### config.mk
export PLATFORM = sky130hd
export DESIGN_NAME = ogr_cell_alu
export DESIGN_NICKNAME = d
export VERILOG_FILES = /design/src/rtl/core/ogr_pkg.sv /design/src/rtl/core/ogr_cell_alu.sv
export SDC_FILE = /design/constraint.sdc
export NUM_CORES = 1
export LEC_CHECK = 0
export BUFFER_PORTS_ARGS = -buffer_cell sky130_fd_sc_hd__buf_2
export CELL_PAD_IN_SITES_DETAIL_PLACEMENT = 2
export CELL_PAD_IN_SITES_GLOBAL_PLACEMENT = 2
export CORE_MARGIN = 10
export CORE_UTILIZATION = 30
export DETAILED_ROUTE_END_ITERATION = 8
export PLACE_DENSITY = 0.85
export SYNTH_ARGS = -nofsm -noshare
export SYNTH_HDL_FRONTEND = slang
export SYNTH_SLANG_ARGS = --single-unit
### constraint.sdc
create_clock -name vclk -period 5.2
set_input_delay 0.52 -clock vclk [all_inputs]
set_output_delay 0.52 -clock vclk [all_outputs]
set_load 0.03 [all_outputs]
### src/rtl/core/ogr_pkg.sv
package ogr_pkg;

    // grid geometry and cell format
    localparam int GRID_X     = 512;
    localparam int GRID_Y     = 512;
    localparam int VALUE_BITS = 16;
    localparam int CELLS      = GRID_X * GRID_Y;
    localparam int CELL_AW    = $clog2(CELLS);
    localparam int GX_W       = $clog2(GRID_X);
    localparam int GY_W       = $clog2(GRID_Y);

    // field widths
    localparam int CFG_COORD_W = 9;
    localparam int IN_COORD_W  = 12;
    localparam int DELTA_W     = 16;
    localparam int OUT_VALUE_W = 16;
    localparam int COUNT_W     = 11;
    localparam int APB_AW      = 5;
    localparam int APB_DW      = 32;

    // walk arithmetic: coordinates, axis lengths and error term
    localparam int COORD_W = 13;
    localparam int LEN_W   = 12;
    localparam int ERR_W   = 15;

    // saturating add
    localparam int SUM_W = ((VALUE_BITS > DELTA_W) ? VALUE_BITS : DELTA_W) + 1;
    localparam logic signed [SUM_W-1:0] SUM_HI =
        {{(SUM_W-VALUE_BITS+1){1'b0}}, {(VALUE_BITS-1){1'b1}}};
    localparam logic signed [SUM_W-1:0] SUM_LO =
        {{(SUM_W-VALUE_BITS+1){1'b1}}, {(VALUE_BITS-1){1'b0}}};

    localparam logic [COUNT_W-1:0] COUNT_MAX = '1;

    typedef logic signed [VALUE_BITS-1:0] cell_t;
    typedef logic signed [COORD_W-1:0]    coord_t;
    typedef logic [CELL_AW-1:0]           addr_t;

    typedef enum logic [1:0] {
        OP_RAY   = 2'd0,
        OP_READ  = 2'd1,
        OP_CLEAR = 2'd2,
        OP_NONE  = 2'd3
    } opcode_t;

    typedef enum logic [2:0] {
        REG_START_X        = 3'd0,
        REG_START_Y        = 3'd1,
        REG_OCCUPIED_DELTA = 3'd2,
        REG_FREE_DELTA     = 3'd3,
        REG_UNKNOWN_LEVEL  = 3'd4
    } reg_idx_t;

    typedef enum logic [2:0] {
        WALK_HOLD    = 3'd0,
        WALK_LOAD    = 3'd1,
        WALK_INIT    = 3'd2,
        WALK_MINOR   = 3'd3,
        WALK_ADVANCE = 3'd4
    } walk_cmd_t;

    typedef struct packed {
        coord_t x;
        coord_t y;
        logic   done;
    } walk_status_t;

    // cell lies inside the grid
    function automatic logic in_grid(coord_t x, coord_t y);
        return !x[COORD_W-1] && !y[COORD_W-1] && (int'(x) < GRID_X) && (int'(y) < GRID_Y);
    endfunction

    // row-major cell address, valid for in-grid cells
    function automatic addr_t cell_addr(coord_t x, coord_t y);
        logic [GX_W-1:0] xu;
        logic [GY_W-1:0] yu;
        addr_t           a;
        xu = x[GX_W-1:0];
        yu = y[GY_W-1:0];
        a  = CELL_AW'(yu) * CELL_AW'(GRID_X) + CELL_AW'(xu);
        return a;
    endfunction

    // low 16 bits of the sign-extended cell
    function automatic logic signed [OUT_VALUE_W-1:0] cell_out(cell_t c);
        logic signed [SUM_W-1:0] t;
        t = SUM_W'(c);
        return t[OUT_VALUE_W-1:0];
    endfunction

endpackage

### src/rtl/core/ogr_cell_alu.sv
module ogr_cell_alu (
    input  ogr_pkg::cell_t                        base,
    input  logic signed [ogr_pkg::DELTA_W-1:0]    delta,
    output ogr_pkg::cell_t                        sum
);

    logic signed [ogr_pkg::SUM_W-1:0] wide;

    // exact add with one guard bit
    assign wide = ogr_pkg::SUM_W'(base) + ogr_pkg::SUM_W'(delta);

    // clamp to the cell range
    always_comb begin
        priority if (wide > ogr_pkg::SUM_HI) begin
            sum = ogr_pkg::SUM_HI[ogr_pkg::VALUE_BITS-1:0];
        end else if (wide < ogr_pkg::SUM_LO) begin
            sum = ogr_pkg::SUM_LO[ogr_pkg::VALUE_BITS-1:0];
        end else begin
            sum = wide[ogr_pkg::VALUE_BITS-1:0];
        end
    end

endmodule

* After elaboration in Yosys (flattened, before gate mapping)
Index checks and enable logic that the tools add are counted.
** Word-level totals
- Bits in registers :: 0
- Logic and storage cells :: 5
- Bits of input ports :: 32
- Output and inout bits :: 16
** Operators by class
- Order comparisons :: 2
- Muxes and demuxes :: 2
- $add $sub $neg :: 1
** Operators by type and width (number)
- two-way mux 16 bit :: 2
- adder 16 x 16 -> 17 bit :: 1
- greater-than comparator 17 x 16 -> 1 bit (second input constant) :: 1
- < comparator 17 x 16 -> 1 bit (second input constant) :: 1

* Longest topological paths before layout
Gate-level depths: netlist of run 1.
- Word-level depth :: 4
- Gate-level depth with buffers :: 10
- Mapped depth without buffers :: 9

* Least setup slack after synthesis of run 1
OpenSTA, ideal clock, no wires.
- Path type :: input port to output port
- From :: in base[0]
- To :: out sum[10]
- Data arrival time :: 2723 ps
- Slack :: 1957 ps
- Required time :: 4680 ps
- Stages :: 10
- Buffers on the path :: 1
- Cell sequence :: ha_1 -> inv_1 -> fa_1 -> nand2b_1 -> a21oi_2 -> nor2_1 -> o41ai_4 -> mux2i_2 -> buf_6 -> o21ai_2
** On the way
- Word-level cells in the longest chain between the ends :: 4
- Elaborated cells between the ends (all ways) :: 5
- Those cells by class :: add/sub (1); order compare (2); mux (2)
** Ends and longest elaborated chain
- start, declared :: line ogr_cell_alu.sv:2 : input ogr_pkg::cell_t base,
- adder 16 x 16 -> 17 bit (*) :: line ogr_cell_alu.sv:10 : assign wide = ogr_pkg::SUM_W'(base) + ogr_pkg::SUM_W'(delta);
- < comparator 17 x 16 -> 1 bit :: line ogr_cell_alu.sv:16 : end else if (wide < ogr_pkg::SUM_LO) begin
- two-way mux 16 bit :: line ogr_cell_alu.sv:16
- two-way mux 16 bit (*) :: line ogr_cell_alu.sv:14 : priority if (wide > ogr_pkg::SUM_HI) begin
- end, declared :: line ogr_cell_alu.sv:4 : output ogr_pkg::cell_t sum
Mark *: on every way between the ends. The rest lies on a longest branch, timed or not.

* Worst setup path in the final report of run 1
- From :: in base[6]
- To :: out sum[3]
The elaborated chain is that of the path after synthesis.

==> summary.md, run 1 <==
| Metric | Value |
|---|---|
| Number of distinct library cells after synthesis | `49` |
| Clk pwr share | `0%` |
| Die width | `82.7 µm` |
| Syn Inst Count | `147` |
| Final Max Tran Viols | `0` |
| Yosys warnings | `0` |
| Area growth syn-to-layout | `20.5%` |
| CP required | `4.68 ns` |
| Post-synthesis adder-cell area fraction | `18.7%` |
| Met1 GRT Util | `14.2%` |
| DRC Markers | `0` |
| Post-synthesis compound-gate area fraction | `42.1%` |
| Part of the power in registers | `0%` |
| Pwr dens | `206 nW/µm²` |
| Crit Path Max Fanout | `13` |
| Fin Setup TNS | `0 ns` |
| Final setup fails | `0` |
| Die H | `82.7 µm` |
| CTS resizes | `0` |
| Placer Congestion | `0.832` |
| Top cell type's share of synthesized area | `17.0%` |
| Xor/xnor share of the synthesized area | `8.92%` |
| Wire per inst | `18.6 µm` |
| Global route overflow | `0` |
| DR vias | `1280` |
| Worst Setup Start Kind | `input pin` |
| Clock Buffer Count | `0` |
| Die area | `6840 µm²` |
| Status | `completed` |
| Switch Pwr | `190 µW` |
| Global route hottest layer | `met2` |
| Syn Area/Cell | `8.02 µm²` |
| CTS Hold Buffers Added | `0` |
| Port bufs | `48` |
| Crit Path Category | `input pin to primary output` |
| Vias per cell | `5.42` |
| Main combinational cell family by area after synthesis | `compound AO/OA/AOI/OAI gates` |
| WP data arrival | `3.47 ns` |
| Crit share post-route | `76.7%` |
| Share of cells above drive strength 1 | `38.8%` |
| Worst hold stages | `5` |
| Cell Area, Synth | `1180 µm²` |
| RSZ-0062 raised after global routing | `false` |
| DRT Pass-1 Iters | `2` |
| Post-DP HPWL | `3.88 mm` |
| PnR Total Power | `292 µW` |
| # IOs | `48` |
| Final wirelength | `4.39 mm` |
| Register Area | `0 µm²` |
| Starting Density | `31.5%` |
| Postcts setup bufs | `0` |
| Tmin final | `3.99 ns` |
| Critical Path End Type | `primary output` |
| Syn_nets | `196` |
| Power Internal | `102 µW` |
| Static Leak | `0.650 nW` |
| Post-synthesis mux area share | `2.87%` |
| Final hold vios | `0` |
| GRT met2 Usage | `26.2%` |
| Relative slew slack | `25.9%` |
| Max frequency | `251 MHz` |
| Sequential cell count | `0` |
| Min-delay src | `delta[0]` |
| ANT nets after route | `0` |
| Initial antenna violation count | `0` |
| Grt met3 use | `0.972%` |
| Dominant cells by area after synthesis | `ha_1, o21ai_2, xnor2_1` |
| Maximum vdd drop | `69.6 µV` |
| Global Route Usage Sum | `12.7%` |
| First-pass GRT wire length | `7.30 mm` |
| Core Rows | `22` |
| Combinational power share | `100.0%` |
| Vias in the first global route | `1498` |
| Actual slew at the worst max-slew pin | `1.09 ns` |
| Core Region | `3740 µm²` |
| Hold Crit Class | `input pin to primary output` |
| Diode count | `0` |
| Top cell type by total area after synthesis | `ha_1` |
| Final nets | `239` |
| Initial DRC Count | `43` |
| Fill count | `463` |
| Post-synthesis sequential area ratio | `0%` |
| Worst min-delay path endpoint | `sum[0]` |
| Largest net degree at the start of global routing | `15` |
| Simple logic cell fraction of the synthesized area | `20.2%` |
| Max_cap viols | `0` |
| Switching share of power | `64.9%` |
[cell type report]
type	count	area [µm²]	share of cell area, %
tap	48	60.1	4.23
timing repair buffer	48	240	16.9
inverter	7	26.3	1.85
multi-input combinational	133	1090	77.0
[metal layers]
| metal | up-vias | part of all wire [%] |
|---|---|---|
| li1 | 643 | - |
| met3 | 2 | 4.1 |
| met2 | 24 | 56 |
| met4 | 0 | 0.32 |
| met5 | - | 0 |
| met1 | 611 | 40 |
[power by group through the flow]
stage	clock network, mW	logic (mW)	registers [mW]
after CTS	0	0.297	0
final	0	0.292	0
after floorplan	0	0.223	0
after global routing	0	0.320	0
after detailed placement	0	0.296	0
after global placement	0	0.283	0
[through the flow]
step                utilization [%]  instances  cell area, µm²  hold WS, ns  setup slack (ns)
CTS                            37.9        236            1420         1.60              1.15
detailed placement             37.9        236            1420         1.60              1.18
floorplan                         -        147            1180         1.39              1.96
finish                         37.9        236            1420         1.58              1.21
global placement               37.9        236            1420         1.60              1.43
global route                   37.9        236            1420         1.64             0.969
[cells by family (layout without fill, tap and decap cells)]
kind of cell               after synthesis  in the layout
AOI/OAI and AO/OA                       58             58
and+or+nand+nor                         43             43
adders and majority gates               17             17
buffers and inverters                   14             55
xor gates and xnor gates                12             12
muxes                                    3              3
[layout by cell type, fill, tap and decap left out, types with 3 or more instances in the layout]
cell      instances
buf_2            48
nand3_1           3
o21ai_0           5
inv_1             7
nand4_1           3
a21oi_2           3
o21a_1            3
nand2_1          11
nor2_1            6
xnor2_1           8
xor2_1            4
a21oi_1           9
o21ai_2          11
nand2b_1          3
ha_1             16
o211ai_1          5
nor3_1            3
[worst max path at each step]
stage / start / to / slack, ns / cells past startpoint
CTS: base[6] / sum[3] / 1.15 / 9
global placement: base[8] / sum[3] / 1.43 / 9
global route: base[6] / sum[3] / 0.97 / 9
finish: base[6] / sum[3] / 1.21 / 9
floorplan: base[0] / sum[10] / 1.96 / 10
detailed placement: base[6] / sum[3] / 1.18 / 9
[cells in the mapped netlist, types with 2 or more instances]
library cell  number
ha_1              16
nand2_1           11
o21ai_2           11
a21oi_1            9
xnor2_1            8
inv_1              7
nor2_1             6
o211ai_1           5
o21ai_0            5
buf_6              4
xor2_1             4
a21oi_2            3
nand2b_1           3
nand3_1            3
nand4_1            3
nor3_1             3
o21a_1             3
a21boi_0           2
a21o_1             2
buf_2              2
mux2i_1            2
nor2b_1            2
nor4_1             2
o211a_1            2
o211ai_2           2
o21ai_1            2
o31ai_1            2
or2_2              2
[critical path, stage by stage]
cell and delay [ns]:
buf_2 0.10, ha_1 0.37, a21oi_1 0.27, o211ai_1 0.15, o21ai_0 0.26, nor3b_4 0.39
mux2i_2 0.95, o21ai_1 0.20, buf_2 0.24
(Power assumes the default switching activity.)
==> run 2: changes to the inputs <==
ABC_AREA = 1   (was not set)
CORE_UTILIZATION = 23   (was 30)
PLACE_DENSITY = 0.81   (was 0.85)
clock period = 3.7 ns   (was 5.2 ns; I/O delays follow)
==> summary.md, run 2 <==
| Metric | Value |
|---|---|
| Worst hold stages | `5 (unchanged)` |
| CTS Hold Buffers Added | `0 (unchanged)` |
| Global route overflow | `0 (unchanged)` |
| Initial DRC Count | `29 (-33%)` |
| Postcts setup bufs | `0 (unchanged)` |
| # IOs | `48 (unchanged)` |
| Final wirelength | `4.09 mm (-6.8%)` |
| Die H | `88.5 µm (+7.0%)` |
| Final setup fails | `0 (unchanged)` |
| Pre-CTS setup slack | `0.839 ns (-0.343 ns)` |
| Slowest-stage cell, CP | `fa_1` |
| Worst setup path startpoint | `base[0]` |
| Crit Path Max Fanout | `13 (unchanged)` |
| RSZ-0062 raised after global routing | `false` |
| Core Region | `4440 µm² (+19%)` |
| Maximum vdd drop | `149 µV (+110%)` |
| Die area | `7830 µm² (+15%)` |
| Commonest non-fill, non-tap cell in the layout | `nand2_1` |
| WP data arrival | `2.45 ns (-1.02 ns)` |
| Critical Path End Type | `primary output` |
| Vias per cell | `4.60 (-15%)` |
| Register Area | `0 µm² (unchanged)` |
| Pwr dens | `282 nW/µm² (+37%)` |
| Min-delay src | `delta[0]` |
| Placer Congestion | `0.800 (-3.9%)` |
| Cell mode on critical path | `nand2_1` |
| Hold Crit Class | `input pin to primary output` |
| Core Rows | `24 (+9.1%)` |
| Syn_nets | `258 (+32%)` |
| Cell Area, Synth | `1080 µm² (-8.5%)` |
| PnR Total Power | `383 µW (+31%)` |
| DRT Pass-1 Iters | `3 (+1)` |
| CP required | `3.33 ns (-1.35 ns)` |
| Die width | `88.5 µm (+7.0%)` |
| Diode count | `0 (unchanged)` |
| Crit share post-route | `76.1%` |
| Worst min-delay path endpoint | `sum[0]` |
| Syn Area/Cell | `5.16 µm² (-36%)` |
| Area of the multi-input gates | `928 µm² (-15%)` |
| Vias in the first global route | `1585 (+5.8%)` |
| Initial antenna violation count | `0 (unchanged)` |
| Max frequency | `355 MHz` |
| Top cell type by total area after synthesis | `nand2_1` |
| Top cell type's share of synthesized area | `32.4% (+15 points)` |
| Final nets | `306 (+28%)` |
| Share of cells above drive strength 1 | `22.4% (-16 points)` |
| Status | `completed` |
| Slowest stage delay, CP | `0.38 ns (-0.57 ns)` |
| Yosys warnings | `0 (unchanged)` |
| CTS resizes | `0 (unchanged)` |
| DR vias | `1412 (+10%)` |
| Starting Density | `24.3% (-7.2 points)` |
| Area growth syn-to-layout | `26.2%` |
| Non-Filler Instances | `307 (+30%)` |
| Port bufs | `48 (unchanged)` |
| Static Leak | `0.920 nW (+42%)` |
| Final hold vios | `0 (unchanged)` |
| Largest net degree at the start of global routing | `16 (+1)` |
| Wire per inst | `13.3 µm (-28%)` |
| ANT nets after route | `0 (unchanged)` |
| Most frequent cell after synthesis | `nand2_1` |
| Fin Setup TNS | `0 ns (unchanged)` |
| Syn Inst Count | `209 (+42%)` |
| Sequential cell count | `0 (unchanged)` |
| Commonest cells after routing, fill and taps aside | `nand2_1, buf_2, inv_1` |
| DRC Markers | `0 (unchanged)` |
| Clock Buffer Count | `0 (unchanged)` |
| Global Route Usage Sum | `10.7% (-2.0 points)` |
| Final Cell Area | `1360 µm² (-4.1%)` |
| Number of distinct library cells after synthesis | `19 (-61%)` |
| Synth top cells by count | `nand2_1, inv_1, a21oi_1, ha_1, nor2_1` |
| Actual slew at the worst max-slew pin | `0.325 ns (-0.764 ns)` |
| Tmin final | `2.82 ns` |
| Post-DP HPWL | `3.75 mm (-3.5%)` |
| Relative slew slack | `78.3% (+52 points)` |
| First-pass GRT wire length | `7.24 mm (-0.85%)` |
| Final Max Tran Viols | `0 (unchanged)` |
| Placed cells | `307 (+30%)` |
| Post-synthesis sequential area ratio | `0% (unchanged)` |
| Final Core Density | `30.6% (-7.3 points)` |
| Worst Hold Slack | `1.21 ns (-0.366 ns)` |
| Max_cap viols | `0 (unchanged)` |
| Worst setup margin | `0.884 ns (-0.330 ns)` |
| Crit Path Category | `input pin to primary output` |
| Crit-path cells | `buf_2, ha_1, inv_1, fa_1, inv_1, nand2_1, nand2_1, nand3_1, nand2_2, nand2_1, nand2_1, nand2_1, nand2_2, inv_2, nand2_2, nand2_1, nand2_1, buf_2` |
| Fill count | `625 (+35%)` |
| Worst Setup Start Kind | `input pin` |
| DP Area | `1360 µm² (-4.1%)` |
| Dominant cells by area after synthesis | `nand2_1, ha_1, inv_1` |
[run 2: worst max path at each step]
stage / to / slack (ns) / depth (start not counted)
2_1_floorplan: sum[1] / 1.22 / 14
3_3_place_gp: sum[14] / 0.99 / 18
3_5_place_dp: sum[3] / 0.84 / 18
4_1_cts: sum[3] / 0.83 / 18
5_1_grt: sum[13] / 0.63 / 18
6_report: sum[8] / 0.88 / 18
[run 2: where the power goes]
group          switching, mW  leakage, nW  internal (mW)  total [mW]
clock network              0            0              0           0
registers                  0            0              0           0
logic                  0.264        0.920          0.119       0.383
total                  0.264        0.920          0.119       0.383
[run 2: kinds of logic after synthesis]
group	synth area share [%]
and+or+nand+nor	48.8
AOI/OAI and AO/OA	9.51
xor gates and xnor gates	7.31
buffers and inverters	13.9
adders and majority gates	20.4
[run 2: layout make-up]
type / instances / area share [%]
repair buffers: 48 / 17.6
multi-input cells: 173 / 68.2
well taps: 52 / 4.78
inverters: 34 / 9.37
[run 2: routing by layer]
layer	part of all wire, %	GRT usage [%]
met5	0	0
met4	0	0
met3	4.8	1.56
met2	50	20.9
met1	45	12.6
[run 2: worst max-delay path, delay by kind of cell]
kind          cells  cell delay (ns)
fa+ha+maj         2             0.54
buf+inv           5             0.47
simple gates     11             1.05
