`src/rtl/core/ogr_pkg.sv`:
```
package ogr_pkg;

    // grid geometry and cell format
    localparam int GRID_X     = 512;
    localparam int GRID_Y     = 512;
    localparam int VALUE_BITS = 16;
    localparam int CELLS      = GRID_X * GRID_Y;
    localparam int CELL_AW    = $clog2(CELLS);
    localparam int GX_W       = $clog2(GRID_X);
    localparam int GY_W       = $clog2(GRID_Y);

    // field widths
    localparam int CFG_COORD_W = 9;
    localparam int IN_COORD_W  = 12;
    localparam int DELTA_W     = 16;
    localparam int OUT_VALUE_W = 16;
    localparam int COUNT_W     = 11;
    localparam int APB_AW      = 5;
    localparam int APB_DW      = 32;

    // walk arithmetic: coordinates, axis lengths and error term
    localparam int COORD_W = 13;
    localparam int LEN_W   = 12;
    localparam int ERR_W   = 15;

    // saturating add
    localparam int SUM_W = ((VALUE_BITS > DELTA_W) ? VALUE_BITS : DELTA_W) + 1;
    localparam logic signed [SUM_W-1:0] SUM_HI =
        {{(SUM_W-VALUE_BITS+1){1'b0}}, {(VALUE_BITS-1){1'b1}}};
    localparam logic signed [SUM_W-1:0] SUM_LO =
        {{(SUM_W-VALUE_BITS+1){1'b1}}, {(VALUE_BITS-1){1'b0}}};

    localparam logic [COUNT_W-1:0] COUNT_MAX = '1;

    typedef logic signed [VALUE_BITS-1:0] cell_t;
    typedef logic signed [COORD_W-1:0]    coord_t;
    typedef logic [CELL_AW-1:0]           addr_t;

    typedef enum logic [1:0] {
        OP_RAY   = 2'd0,
        OP_READ  = 2'd1,
        OP_CLEAR = 2'd2,
        OP_NONE  = 2'd3
    } opcode_t;

    typedef enum logic [2:0] {
        REG_START_X        = 3'd0,
        REG_START_Y        = 3'd1,
        REG_OCCUPIED_DELTA = 3'd2,
        REG_FREE_DELTA     = 3'd3,
        REG_UNKNOWN_LEVEL  = 3'd4
    } reg_idx_t;

    typedef enum logic [2:0] {
        WALK_HOLD    = 3'd0,
        WALK_LOAD    = 3'd1,
        WALK_INIT    = 3'd2,
        WALK_MINOR   = 3'd3,
        WALK_ADVANCE = 3'd4
    } walk_cmd_t;

    typedef struct packed {
        coord_t x;
        coord_t y;
        logic   done;
    } walk_status_t;

    // cell lies inside the grid
    function automatic logic in_grid(coord_t x, coord_t y);
        return !x[COORD_W-1] && !y[COORD_W-1] && (int'(x) < GRID_X) && (int'(y) < GRID_Y);
    endfunction

    // row-major cell address, valid for in-grid cells
    function automatic addr_t cell_addr(coord_t x, coord_t y);
        logic [GX_W-1:0] xu;
        logic [GY_W-1:0] yu;
        addr_t           a;
        xu = x[GX_W-1:0];
        yu = y[GY_W-1:0];
        a  = CELL_AW'(yu) * CELL_AW'(GRID_X) + CELL_AW'(xu);
        return a;
    endfunction

    // low 16 bits of the sign-extended cell
    function automatic logic signed [OUT_VALUE_W-1:0] cell_out(cell_t c);
        logic signed [SUM_W-1:0] t;
        t = SUM_W'(c);
        return t[OUT_VALUE_W-1:0];
    endfunction

endpackage

```
`src/rtl/core/ogr_walker.sv`:
```
module ogr_walker (
    input  logic                                    aclk,
    input  logic                                    aresetn,
    input  ogr_pkg::walk_cmd_t                      cmd,
    input  logic [ogr_pkg::CFG_COORD_W-1:0]         start_x,
    input  logic [ogr_pkg::CFG_COORD_W-1:0]         start_y,
    input  logic signed [ogr_pkg::IN_COORD_W-1:0]   end_x,
    input  logic signed [ogr_pkg::IN_COORD_W-1:0]   end_y,
    output ogr_pkg::walk_status_t                   status
);

    localparam ogr_pkg::coord_t STEP_UP   = ogr_pkg::coord_t'(1);
    localparam ogr_pkg::coord_t STEP_DOWN = '1;

    ogr_pkg::coord_t                  x_reg, x_next;
    ogr_pkg::coord_t                  y_reg, y_next;
    logic [ogr_pkg::LEN_W-1:0]        dx_reg, dx_next;
    logic [ogr_pkg::LEN_W-1:0]        dy_reg, dy_next;
    logic                             x_up_reg, x_up_next;
    logic                             y_up_reg, y_up_next;
    logic                             x_major_reg, x_major_next;
    logic signed [ogr_pkg::ERR_W-1:0] err_reg, err_next;
    logic signed [ogr_pkg::ERR_W-1:0] inc_lo_reg, inc_lo_next;
    logic signed [ogr_pkg::ERR_W-1:0] inc_hi_reg, inc_hi_next;
    logic [ogr_pkg::LEN_W-1:0]        left_reg, left_next;

    ogr_pkg::coord_t                  sx, sy, ex, ey, diff_x, diff_y;
    logic [ogr_pkg::LEN_W-1:0]        adx, ady, major, minor;
    logic                             up_x, up_y, x_major_c;
    logic signed [ogr_pkg::ERR_W-1:0] two_minor, two_major, major_s;
    logic signed [ogr_pkg::ERR_W-1:0] err_init, inc_hi_init, err_stepped;
    logic                             err_neg;
    ogr_pkg::coord_t                  x_moved, y_moved;

    // axis lengths and directions from the robot cell
    always_comb begin
        sx     = ogr_pkg::coord_t'({1'b0, start_x});
        sy     = ogr_pkg::coord_t'({1'b0, start_y});
        ex     = ogr_pkg::coord_t'(end_x);
        ey     = ogr_pkg::coord_t'(end_y);
        diff_x = ex - sx;
        diff_y = ey - sy;
        adx    = diff_x[ogr_pkg::COORD_W-1] ? ogr_pkg::LEN_W'(-diff_x)
                                            : ogr_pkg::LEN_W'(diff_x);
        ady    = diff_y[ogr_pkg::COORD_W-1] ? ogr_pkg::LEN_W'(-diff_y)
                                            : ogr_pkg::LEN_W'(diff_y);
        up_x   = !diff_x[ogr_pkg::COORD_W-1] && (diff_x != '0);
        up_y   = !diff_y[ogr_pkg::COORD_W-1] && (diff_y != '0);
    end

    // major axis pick and initial error term, ties go to y
    always_comb begin
        x_major_c   = dx_reg > dy_reg;
        major       = x_major_c ? dx_reg : dy_reg;
        minor       = x_major_c ? dy_reg : dx_reg;
        two_minor   = ogr_pkg::ERR_W'({minor, 1'b0});
        two_major   = ogr_pkg::ERR_W'({major, 1'b0});
        major_s     = ogr_pkg::ERR_W'(major);
        err_init    = two_minor - major_s;
        inc_hi_init = two_minor - two_major;
    end

    // one error update and coordinate moves
    always_comb begin
        err_neg     = err_reg[ogr_pkg::ERR_W-1];
        err_stepped = err_reg + (err_neg ? inc_lo_reg : inc_hi_reg);
        x_moved     = x_reg + (x_up_reg ? STEP_UP : STEP_DOWN);
        y_moved     = y_reg + (y_up_reg ? STEP_UP : STEP_DOWN);
    end

    // command decode
    always_comb begin
        x_next       = x_reg;
        y_next       = y_reg;
        dx_next      = dx_reg;
        dy_next      = dy_reg;
        x_up_next    = x_up_reg;
        y_up_next    = y_up_reg;
        x_major_next = x_major_reg;
        err_next     = err_reg;
        inc_lo_next  = inc_lo_reg;
        inc_hi_next  = inc_hi_reg;
        left_next    = left_reg;
        unique case (cmd)
            ogr_pkg::WALK_LOAD: begin
                x_next    = sx;
                y_next    = sy;
                dx_next   = adx;
                dy_next   = ady;
                x_up_next = up_x;
                y_up_next = up_y;
                left_next = '0;
            end
            ogr_pkg::WALK_INIT: begin
                x_major_next = x_major_c;
                err_next     = err_init;
                inc_lo_next  = two_minor;
                inc_hi_next  = inc_hi_init;
                left_next    = major;
            end
            ogr_pkg::WALK_MINOR: begin
                err_next = err_stepped;
                if (!err_neg) begin
                    if (x_major_reg) begin
                        y_next = y_moved;
                    end else begin
                        x_next = x_moved;
                    end
                end
            end
            ogr_pkg::WALK_ADVANCE: begin
                // major move for this step, minor decision for the next
                err_next  = err_stepped;
                left_next = left_reg - 1'b1;
                if (x_major_reg) begin
                    x_next = x_moved;
                    if (!err_neg) begin
                        y_next = y_moved;
                    end
                end else begin
                    y_next = y_moved;
                    if (!err_neg) begin
                        x_next = x_moved;
                    end
                end
            end
            default: begin
            end
        endcase
    end

    // step counter
    always_ff @(posedge aclk) begin
        if (!aresetn) begin
            left_reg <= '0;
        end else begin
            left_reg <= left_next;
        end
    end

    // walk datapath
    always_ff @(posedge aclk) begin
        x_reg       <= x_next;
        y_reg       <= y_next;
        dx_reg      <= dx_next;
        dy_reg      <= dy_next;
        x_up_reg    <= x_up_next;
        y_up_reg    <= y_up_next;
        x_major_reg <= x_major_next;
        err_reg     <= err_next;
        inc_lo_reg  <= inc_lo_next;
        inc_hi_reg  <= inc_hi_next;
    end

    assign status.x    = x_reg;
    assign status.y    = y_reg;
    assign status.done = (left_reg == '0);

endmodule
```
`config.mk`:
```
export PLATFORM = sky130hd
export DESIGN_NAME = ogr_walker
export DESIGN_NICKNAME = d
export VERILOG_FILES = /design/src/rtl/core/ogr_pkg.sv /design/src/rtl/core/ogr_walker.sv
export SDC_FILE = /design/constraint.sdc
export NUM_CORES = 1
export LEC_CHECK = 0
export ABC_AREA = 1
export BUFFER_PORTS_ARGS = -buffer_cell sky130_fd_sc_hd__buf_2
export CAP_MARGIN = 10
export CORE_ASPECT_RATIO = 0.8
export CORE_UTILIZATION = 40
export DETAILED_ROUTE_END_ITERATION = 8
export PLACE_DENSITY = 0.56
export RECOVER_POWER = 100
export SLEW_MARGIN = 20
export SYNTH_ARGS = -nofsm -noshare
export SYNTH_HDL_FRONTEND = slang
export SYNTH_SLANG_ARGS = --single-unit
export TNS_END_PERCENT = 10
```
`constraint.sdc`:
```
create_clock -name aclk -period 9.8 [get_ports aclk]
set_input_delay 0.98 -clock aclk [delete_from_list [all_inputs] [get_ports aclk]]
set_output_delay 0.98 -clock aclk [all_outputs]
set_load 0.02 [all_outputs]
```
# Yosys cells after proc, flatten, opt, wreduce, memory -nomap -nowiden
# Index checks and enable logic that the tools add are counted.
# totals
register_bits	107
output_inout_bits	27
elab_cells	63
# op_classes
n_addsub	10
n_lt_le_gt_ge	1
n_eq_ne	9
mux	19
n_reduce_logical	13
# op_table
op	n
2-to-1 mux 13 bit	10
one-hot mux 13 bit (3 select lines)	2
2-to-1 mux 12 bit	4
one-hot mux 12 bit (3 select lines)	1
one-hot mux 15 bit (2 select lines)	1
adder 13 bit	2
nonzero test 13 bit	2
subtractor 12 x 10 -> 13 bit	2
negator 12 bit	2
adder 15 bit	1
2-to-1 mux 15 bit	1
subtractor 13 x 12 -> 14 bit	1
subtractor 13 x 13 -> 14 bit	1
greater-than comparator 12 bit	1
logical NOT 12 bit	1
subtractor 12 x 1 -> 12 bit, second input constant	1
AND reduction 4 bit	2
equality test 3 x 2 -> 1 bit, second input constant	2
inequality test 2 bit, second input constant	3
inequality test 3 bit, second input constant	2
nonzero test 3 bit	2
equality test 3 x 1 -> 1 bit, second input constant	1
equality test 3 bit, second input constant	1
logical AND 1 bit	2
3 further kinds	4

# Depth between registers and ports, before layout
# Gate-level depths: netlist of the first run.
# logic_depth
ltp_word	5
mapped_depth	27
depth_no_buf	26

# Worst setup path after synthesis of the first run
# Ideal clock, no wire load.
# synth_timing
kind	input -> register
startpoint	input port cmd[0]
endpoint	register err_reg[10] in the netlist's numbering (enable)
setup_ns	0.364
t_arrival_ns	4.125
t_required_ns	9.436
path_slack_ns	5.311
path_stages	3
n_path_buf	0
cell_sequence	nor3_1 -> inv_1 -> nand2_1
# synth_between
elab_chain_len	3
# synth_lines
item	line	rtl
start: declaration	ogr_walker.sv:4	input ogr_pkg::walk_cmd_t cmd,
equality test 3 bit / equality test 3 x 2 -> 1 bit (equally long branches)	ogr_walker.sv:84	unique case (cmd)
OR reduction 2 bit (no source line)	n/a	
nonzero test 2 bit (no source line) *	n/a	
end signal: assignment	ogr_walker.sv:150	err_reg <= err_next;
end: declaration	ogr_walker.sv:22	logic signed [ogr_pkg::ERR_W-1:0] err_reg, err_next;
# Mark *: on every way between the ends. The rest lies on a longest branch, timed or not.
# A chain may end at the register's enable or synchronous reset.

# Worst setup path after layout of the first run
# layout_timing
startpoint	register dx_reg[3] in the netlist's numbering
endpoint	register err_reg[10] in the netlist's numbering (data pin)
# layout_between
elab_chain_len	4
# layout_lines
item	line	rtl
start: declaration	ogr_walker.sv:17	logic [ogr_pkg::LEN_W-1:0] dx_reg, dx_next;
start signal: assignment	ogr_walker.sv:145	dx_reg <= dx_next;
greater-than comparator 12 bit	ogr_walker.sv:53	x_major_c = dx_reg > dy_reg;
2-to-1 mux 12 bit (on tied branches)	ogr_walker.sv:55, ogr_walker.sv:54	
subtractor 13 x 12 -> 14 bit *	ogr_walker.sv:59	err_init = two_minor - major_s;
one-hot mux 15 bit (2 select lines) *	ogr_walker.sv:84	
net err_next (one bit)	ogr_walker.sv:22	
# Mark *: on every way through the listed nets, which the timed path passes. The rest lies on a longest branch.

==> qor.csv, run 1 <==
metric,value,unit
worst-skew pair later-pin latency,370,ps
Critical-path top delay cell,nand2_1,
"CTS clk-pin slew, worst paths",80,ps
setup_tns,0,ps
Clock Skews,15.2,ps
core area,0.0210,sq mm
# DRC,0,
Top-Level Pins,74,
Worst slew margin,-89.3,%
Placer Congestion,0.935,
# setup viols final,0,
area delta synth->final,9.66,%
die height,134,microns
CTS sink count,104,
top_reg_cell synth,edfxtp_1,
worst min-delay path category,register to register,
cts hold-fix bufs,0,
failing checks,"capacitance limit, slew limit",
Die ar.,0.0223,sq mm
Critical Path End Type,register,
WP buf/inv,3,
Row Count,47,
crit path launch type,register,
highest clock rate,180,MHz
PostCTS Resize Cnt,0,
"Cell Area, Synth",0.00868,sq mm
"Max FO, Critical Path",55,
Most common cell on crit path,nand2_1,
number of flops mapped to enable cells by yosys,92,
Longest Clk Path Bufs,2,
"Arr. time, crit path",5660,ps
Fin. Hold Viols,0,
status,finished with violations,
RSZ-0062 raised after global routing,no,
fin crit share,56.7,%
post-synth top area share,31.8,%
min setup slack post-route,4250,ps
DR vias/cell,5.13,
Worst Setup SP,dx_reg[3],
post-synthesis sequential area ratio,34.6,%
Layout fillers,2148,
antenna diode count,0,
crit path cell chain,ha_1 > nand2_1 > inv_1 > nand2_1 > nand2_1 > nand2_2 > nand3_1 > nand2_1 > o21ai_0 > inv_1 > fa_1 > inv_1 > nand2_1 > nand2_1 > nand2_1 > nand2_1 > nand3_1 > nand2_1 > nand3b_1 > nand2_1 > nand2_1 > nand3_1 > nand2_1,
WL final,22500,microns
Die X,167,microns
worst setup path class,register to register,
nets,1327,
worst slew pin tran,2820,ps
worst r2r src,dx_reg[3],
Netlist cell types,52,
fin crit period,5550,ps
max FFs per register,14,
"area leader, netlist",edfxtp_1,
Crit path depth,23,
Max Slew Vio Count,180,
DP HPWL,17600,microns
Initial Util,41.4,%
Worst path top cell family by delay,simple AND/OR/NAND/NOR gates,
reg2reg path depth,23,
first-pass GRT wire length,37500,microns
worst hold path startpoint,left_reg[0],
post-CTS setup buffer count,0,
synth top area cells,"edfxtp_1, nand2_1, ha_1",
initial antenna violation count,0,
syn_nets,1255,
Synth async-reset ratio,0,%
CTS tree,built,
static leakage,4.51,nW
CTS root buf,clkbuf_16,
TritonCTS Buffers,9,
Hold Path Depth,2,
Tot GR Track Use,21.4,%
share of layout cells above drive strength 1,8.80,%
number of global-route vias before repair,7258,
max-cap violation count,5,
Syn Inst Count,1128,
Worst EP required,9910,ps
I/O Buffers,73,
DRT Pass-1 Iters,5,
"antenna viol nets, final",0,
pre-CTS WS,5910,ps
Pwr per Cell Area,172,mW/mm^2
initial DRC count,623,
highest cell delay on the worst timing path,1090,ps
global route total overflow,0,
DR WL/cell,15.3,microns
Synth Warn #,0,
# H-tree levels,3,
vias post-DR,7560,
Avg Inst Size Synth,7.70,sq um
largest net degree at the start of global routing,56,
post-synthesis register bit count,104,
Max VDD drop,0.0920,mV
per-layer routing:
metal | routed length, microns | vias up | global-route usage (%)
met5 | 0 | - | 0
met3 | 1050 | 17 | 4.13
met4 | 288 | 0 | 4.94
li1 | - | 3926 | -
met2 | 8870 | 163 | 30.9
met1 | 12300 | 3454 | 32.4
metrics by stage:
stage	hold slack (ps)	cell area, sq um	util (%)	power [mW]	instances
floorplan	464	8680	-	1.08	1128
global placement	479	9360	44.6	1.25	1458
detailed placement	487	9360	44.6	1.25	1458
CTS	498	9680	46.1	1.66	1474
global route	520	9520	45.3	1.77	1474
finish	500	9520	45.3	1.64	1474
layout make-up:
type	count	area [sq um]	area share, %
clock buffer	10	229	2.41
clock inverter	6	91.3	0.959
inverter	152	571	5.99
multi-input combinational	854	4930	51.8
sequential	104	3000	31.5
tap	269	337	3.54
timing repair buffer	79	355	3.73
Yosys cell counts, types with 12 or more instances:
cell and n:
a21oi_1 63, o21ai_0 58, ha_1 74, xnor2_1 18
nand2_2 19, xor2_1 46, inv_1 143, nand3_1 79
nor2_1 62, a31oi_1 20, edfxtp_1 92, or2_2 12
o21ai_1 20, nor3_1 13, dfxtp_1 12, nand2_1 296
cell usage in the layout, fill, tap and decap left out, drive strengths merged, types with 20 or more instances in the layout:
| cell type | n |
|---|---|
| a21oi | 63 |
| a31oi | 20 |
| buf | 45 |
| clkbuf | 44 |
| edfxtp | 92 |
| ha | 74 |
| inv | 152 |
| nand2 | 318 |
| nand3 | 83 |
| nor2 | 65 |
| o21ai | 86 |
| xor2 | 46 |
worst paths after layout:
path	endpoint	slack (ps)
worst max-delay path	err_reg[10]	4250
worst max register to register	err_reg[10]	4250
worst min register to register	left_reg[0]	500
worst min-delay path	left_reg[0]	500
logic make-up (layout without fill, tap and decap cells):
family          count (synthesis)  after routing  share of synthesized area, %
flops                         104            104                          34.6
buf+inv                       170            247                          7.77
simple gates                  507            507                          25.7
compound gates                203            203                          13.4
fa+ha+maj                      80             80                          12.0
xor+xnor                       64             64                          6.46
tightest hold or removal path: stages, from the launching register on:
cell,delay [ps]
dfxtp_1,310
nand2_1,60
a31oi_1,70
report_power, final:
part           leakage (nW)  switching (mW)  total (mW)  internal, mW
Combinational          3.39           0.439       0.664         0.225
Clock                 0.157           0.179       0.405         0.226
Sequential            0.961          0.0219       0.572         0.550
Note: power is estimated with default switching activity, not from simulation.
==> run 2, diff against run 1 <==
clock period = 5.5 ns   (was 9.8 ns; I/O delays follow)
==> run 2 against run 1 <==
  * The run still ends with capacitance limit, slew limit left
  * Sequential share of layout area about the same
  * Count of clock-buffer cells in the layout grew 1
  * Cell count increased by 0.20%
  * Global-route usage shrank 0.61 points
  * Cell area is essentially flat
  * Via count down 1.2%
  * Wire length down 1.2%
  * Power is 74% higher
  * Worst hold slack worse by 15 ps
  * Largest cell class unchanged
  * Register-to-register slack lost 3100 ps
  * Highest routed layer unchanged
  * Die area did not move
  * Flip-flop and latch count did not move
==> qor.csv, run 2 (synthesized netlist as in run 1, its figures left out) <==
metric,value,unit,change
status,finished with violations,,unchanged
failing checks,"capacitance limit, slew limit",,unchanged
CTS root buf,clkbuf_16,,unchanged
largest net degree at the start of global routing,56,,unchanged
nets,1330,,was 1327
global route total overflow,0,,unchanged
WL final,22300,microns,was 22500 microns
initial DRC count,524,,was 623
Clock Power Share,23.1,%,was 24.7%
Worst EP required,5620,ps,was 9910 ps
fin crit share,80.0,%,was 56.7%
initial antenna violation count,0,,unchanged
DR WL/cell,15.1,microns,was 15.3 microns
Clock Skews,14.2,ps,was 15.2 ps
max FFs per register,14,,unchanged
highest cell delay on the worst timing path,730,ps,was 1090 ps
"Arr. time, crit path",4520,ps,was 5660 ps
Top-Level Pins,74,,unchanged
I/O Buffers,73,,unchanged
die height,134,microns,unchanged
logic gate share of total power,41.3,%,was 40.4%
antenna diode count,0,,unchanged
Placer Congestion,0.939,,was 0.935
fin util,45.4,%,was 45.3%
Row Count,47,,unchanged
Max Slew Vio Count,85,,was 180
"commonest non-fill, non-tap cell in the layout",nand2_1,,unchanged
share of layout cells above drive strength 1,8.77,%,was 8.80%
PostCTS Resize Cnt,0,,unchanged
Longest Clk Path Bufs,2,,unchanged
crit path cell chain,clkbuf_1 > inv_1 > or2_2 > o21ai_0 > inv_1 > ha_1 > nand3_1 > nand2_1 > nand2_1 > nand2_1 > a21oi_1 > o21ai_0 > a21boi_0 > or3_1 > nand2_1 > o21ai_0 > nand3_1 > nand2_1,,was ha_1 > nand2_1 > inv_1 > nand2_1 > nand2_1 > nand2_2 > nand3_1 > nand2_1 > o21ai_0 > inv_1 > fa_1 > inv_1 > nand2_1 > nand2_1 > nand2_1 > nand2_1 > nand3_1 > nand2_1 > nand3b_1 > nand2_1 > nand2_1 > nand3_1 > nand2_1
# DRC,0,,unchanged
"Max FO, Critical Path",17,,was 55
fin crit period,4400,ps,was 5550 ps
vias post-DR,7466,,was 7560
Internal,1.73,mW,was 1.00 mW
CTS tree,built,,unchanged
"antenna viol nets, final",0,,unchanged
RSZ-0062 raised after global routing,no,,unchanged
Initial Util,41.4,%,unchanged
static leakage,4.49,nW,was 4.51 nW
DR vias/cell,5.05,,was 5.13
CTS sink count,104,,unchanged
DP HPWL,17700,microns,was 17600 microns
setup_tns,0,ps,unchanged
first-pass GRT wire length,36200,microns,was 37500 microns
WP buf/inv,3,,unchanged
Fin. Hold Viols,0,,unchanged
TritonCTS Buffers,9,,unchanged
highest clock rate,227,MHz,was 180 MHz
crit path launch type,register,,unchanged
Most common cell on crit path,nand2_1,,unchanged
area delta synth->final,9.74,%,was 9.66%
worst-skew pair later-pin latency,360,ps,was 370 ps
cts hold-fix bufs,0,,unchanged
worst setup path class,register to register,,unchanged
P_sw,1.13,mW,was 0.640 mW
sequential power share,35.6,%,was 34.9%
# setup viols final,0,,unchanged
worst slew pin tran,1890,ps,was 2820 ps
r2r setup slk,1100,ps,was 4250 ps
number of global-route vias before repair,6907,,was 7258
max-cap violation count,3,,was 5
Max VDD drop,0.166,mV,was 0.0920 mV
Critical-path top delay cell,clkbuf_1,,was nand2_1
worst min-delay path category,input pin to register,,was register to register
"CTS clk-pin slew, worst paths",80,ps,about the same
Tot GR Track Use,20.8,%,was 21.4%
Die ar.,0.0223,sq mm,unchanged
Worst path top cell family by delay,buffers and inverters,,was simple AND/OR/NAND/NOR gates
"commonest non-fill, non-tap cells in the layout","nand2_1, inv_1, edfxtp_1, nand3_1, ha_1",,unchanged
Worst slew margin,-25.9,%,was -89.3%
switching share of total power,39.4,%,was 39.0%
Pwr per Cell Area,301,mW/mm^2,was 172 mW/mm^2
DRT Pass-1 Iters,7,,was 5
core area,0.0210,sq mm,unchanged
Die X,167,microns,unchanged
# H-tree levels,3,,unchanged
post-CTS setup buffer count,0,,unchanged
Critical Path End Type,register,,unchanged
## run 2: final cells by class
class	instances	area (sq um)
Clock buffer	11	233
Timing Repair Buffer	82	362
Fill cell	2168	11500
Clock inverter	5	56.3
Multi-Input combinational cell	854	4970
Inverter	152	571
Tap cell	269	337
Sequential cell	104	3000
## run 2: stage by stage
stage	cell area, sq um	std cells	power (mW)	hold slack [ps]	setup slack, ps
4_1_cts	9660	1477	2.89	475	1560
3_3_place_gp	9370	1461	2.22	481	1660
2_1_floorplan	8680	1128	1.93	464	1440
6_report	9530	1477	2.86	485	1100
5_1_grt	9530	1477	3.08	498	608
3_5_place_dp	9370	1461	2.23	477	1560
## run 2: worst paths after layout
check	startpoint	to	depth (start not counted)
setup / recovery	err_reg[14]	err_reg[14]	18
hold / removal	start_y[5]	y_reg[5]	3
hold reg to reg	left_reg[0]	left_reg[0]	2
setup reg to reg	err_reg[14]	err_reg[14]	18
## run 2: power groups by stage
stage	logic, mW	clock network (mW)	registers, mW
5_1_grt	1.35	0.701	1.03
4_1_cts	1.20	0.674	1.02
3_5_place_dp	1.20	0	1.03
6_report	1.18	0.662	1.02
3_3_place_gp	1.19	0	1.03
2_1_floorplan	0.881	0	1.05
## run 2: per-layer routing
metal,global-route usage [%],share of wire (%),up-vias
li1,-,-,3937
met1,31.4,54,3363
met2,30.3,40,152
met3,3.78,5.3,14
met4,4.68,1.1,0
met5,0,0,-
## run 2: tightest hold or removal path, cell delays in order
cell     delay (ps)
buf_2            90
nand2_1          40
o21ai_0          50
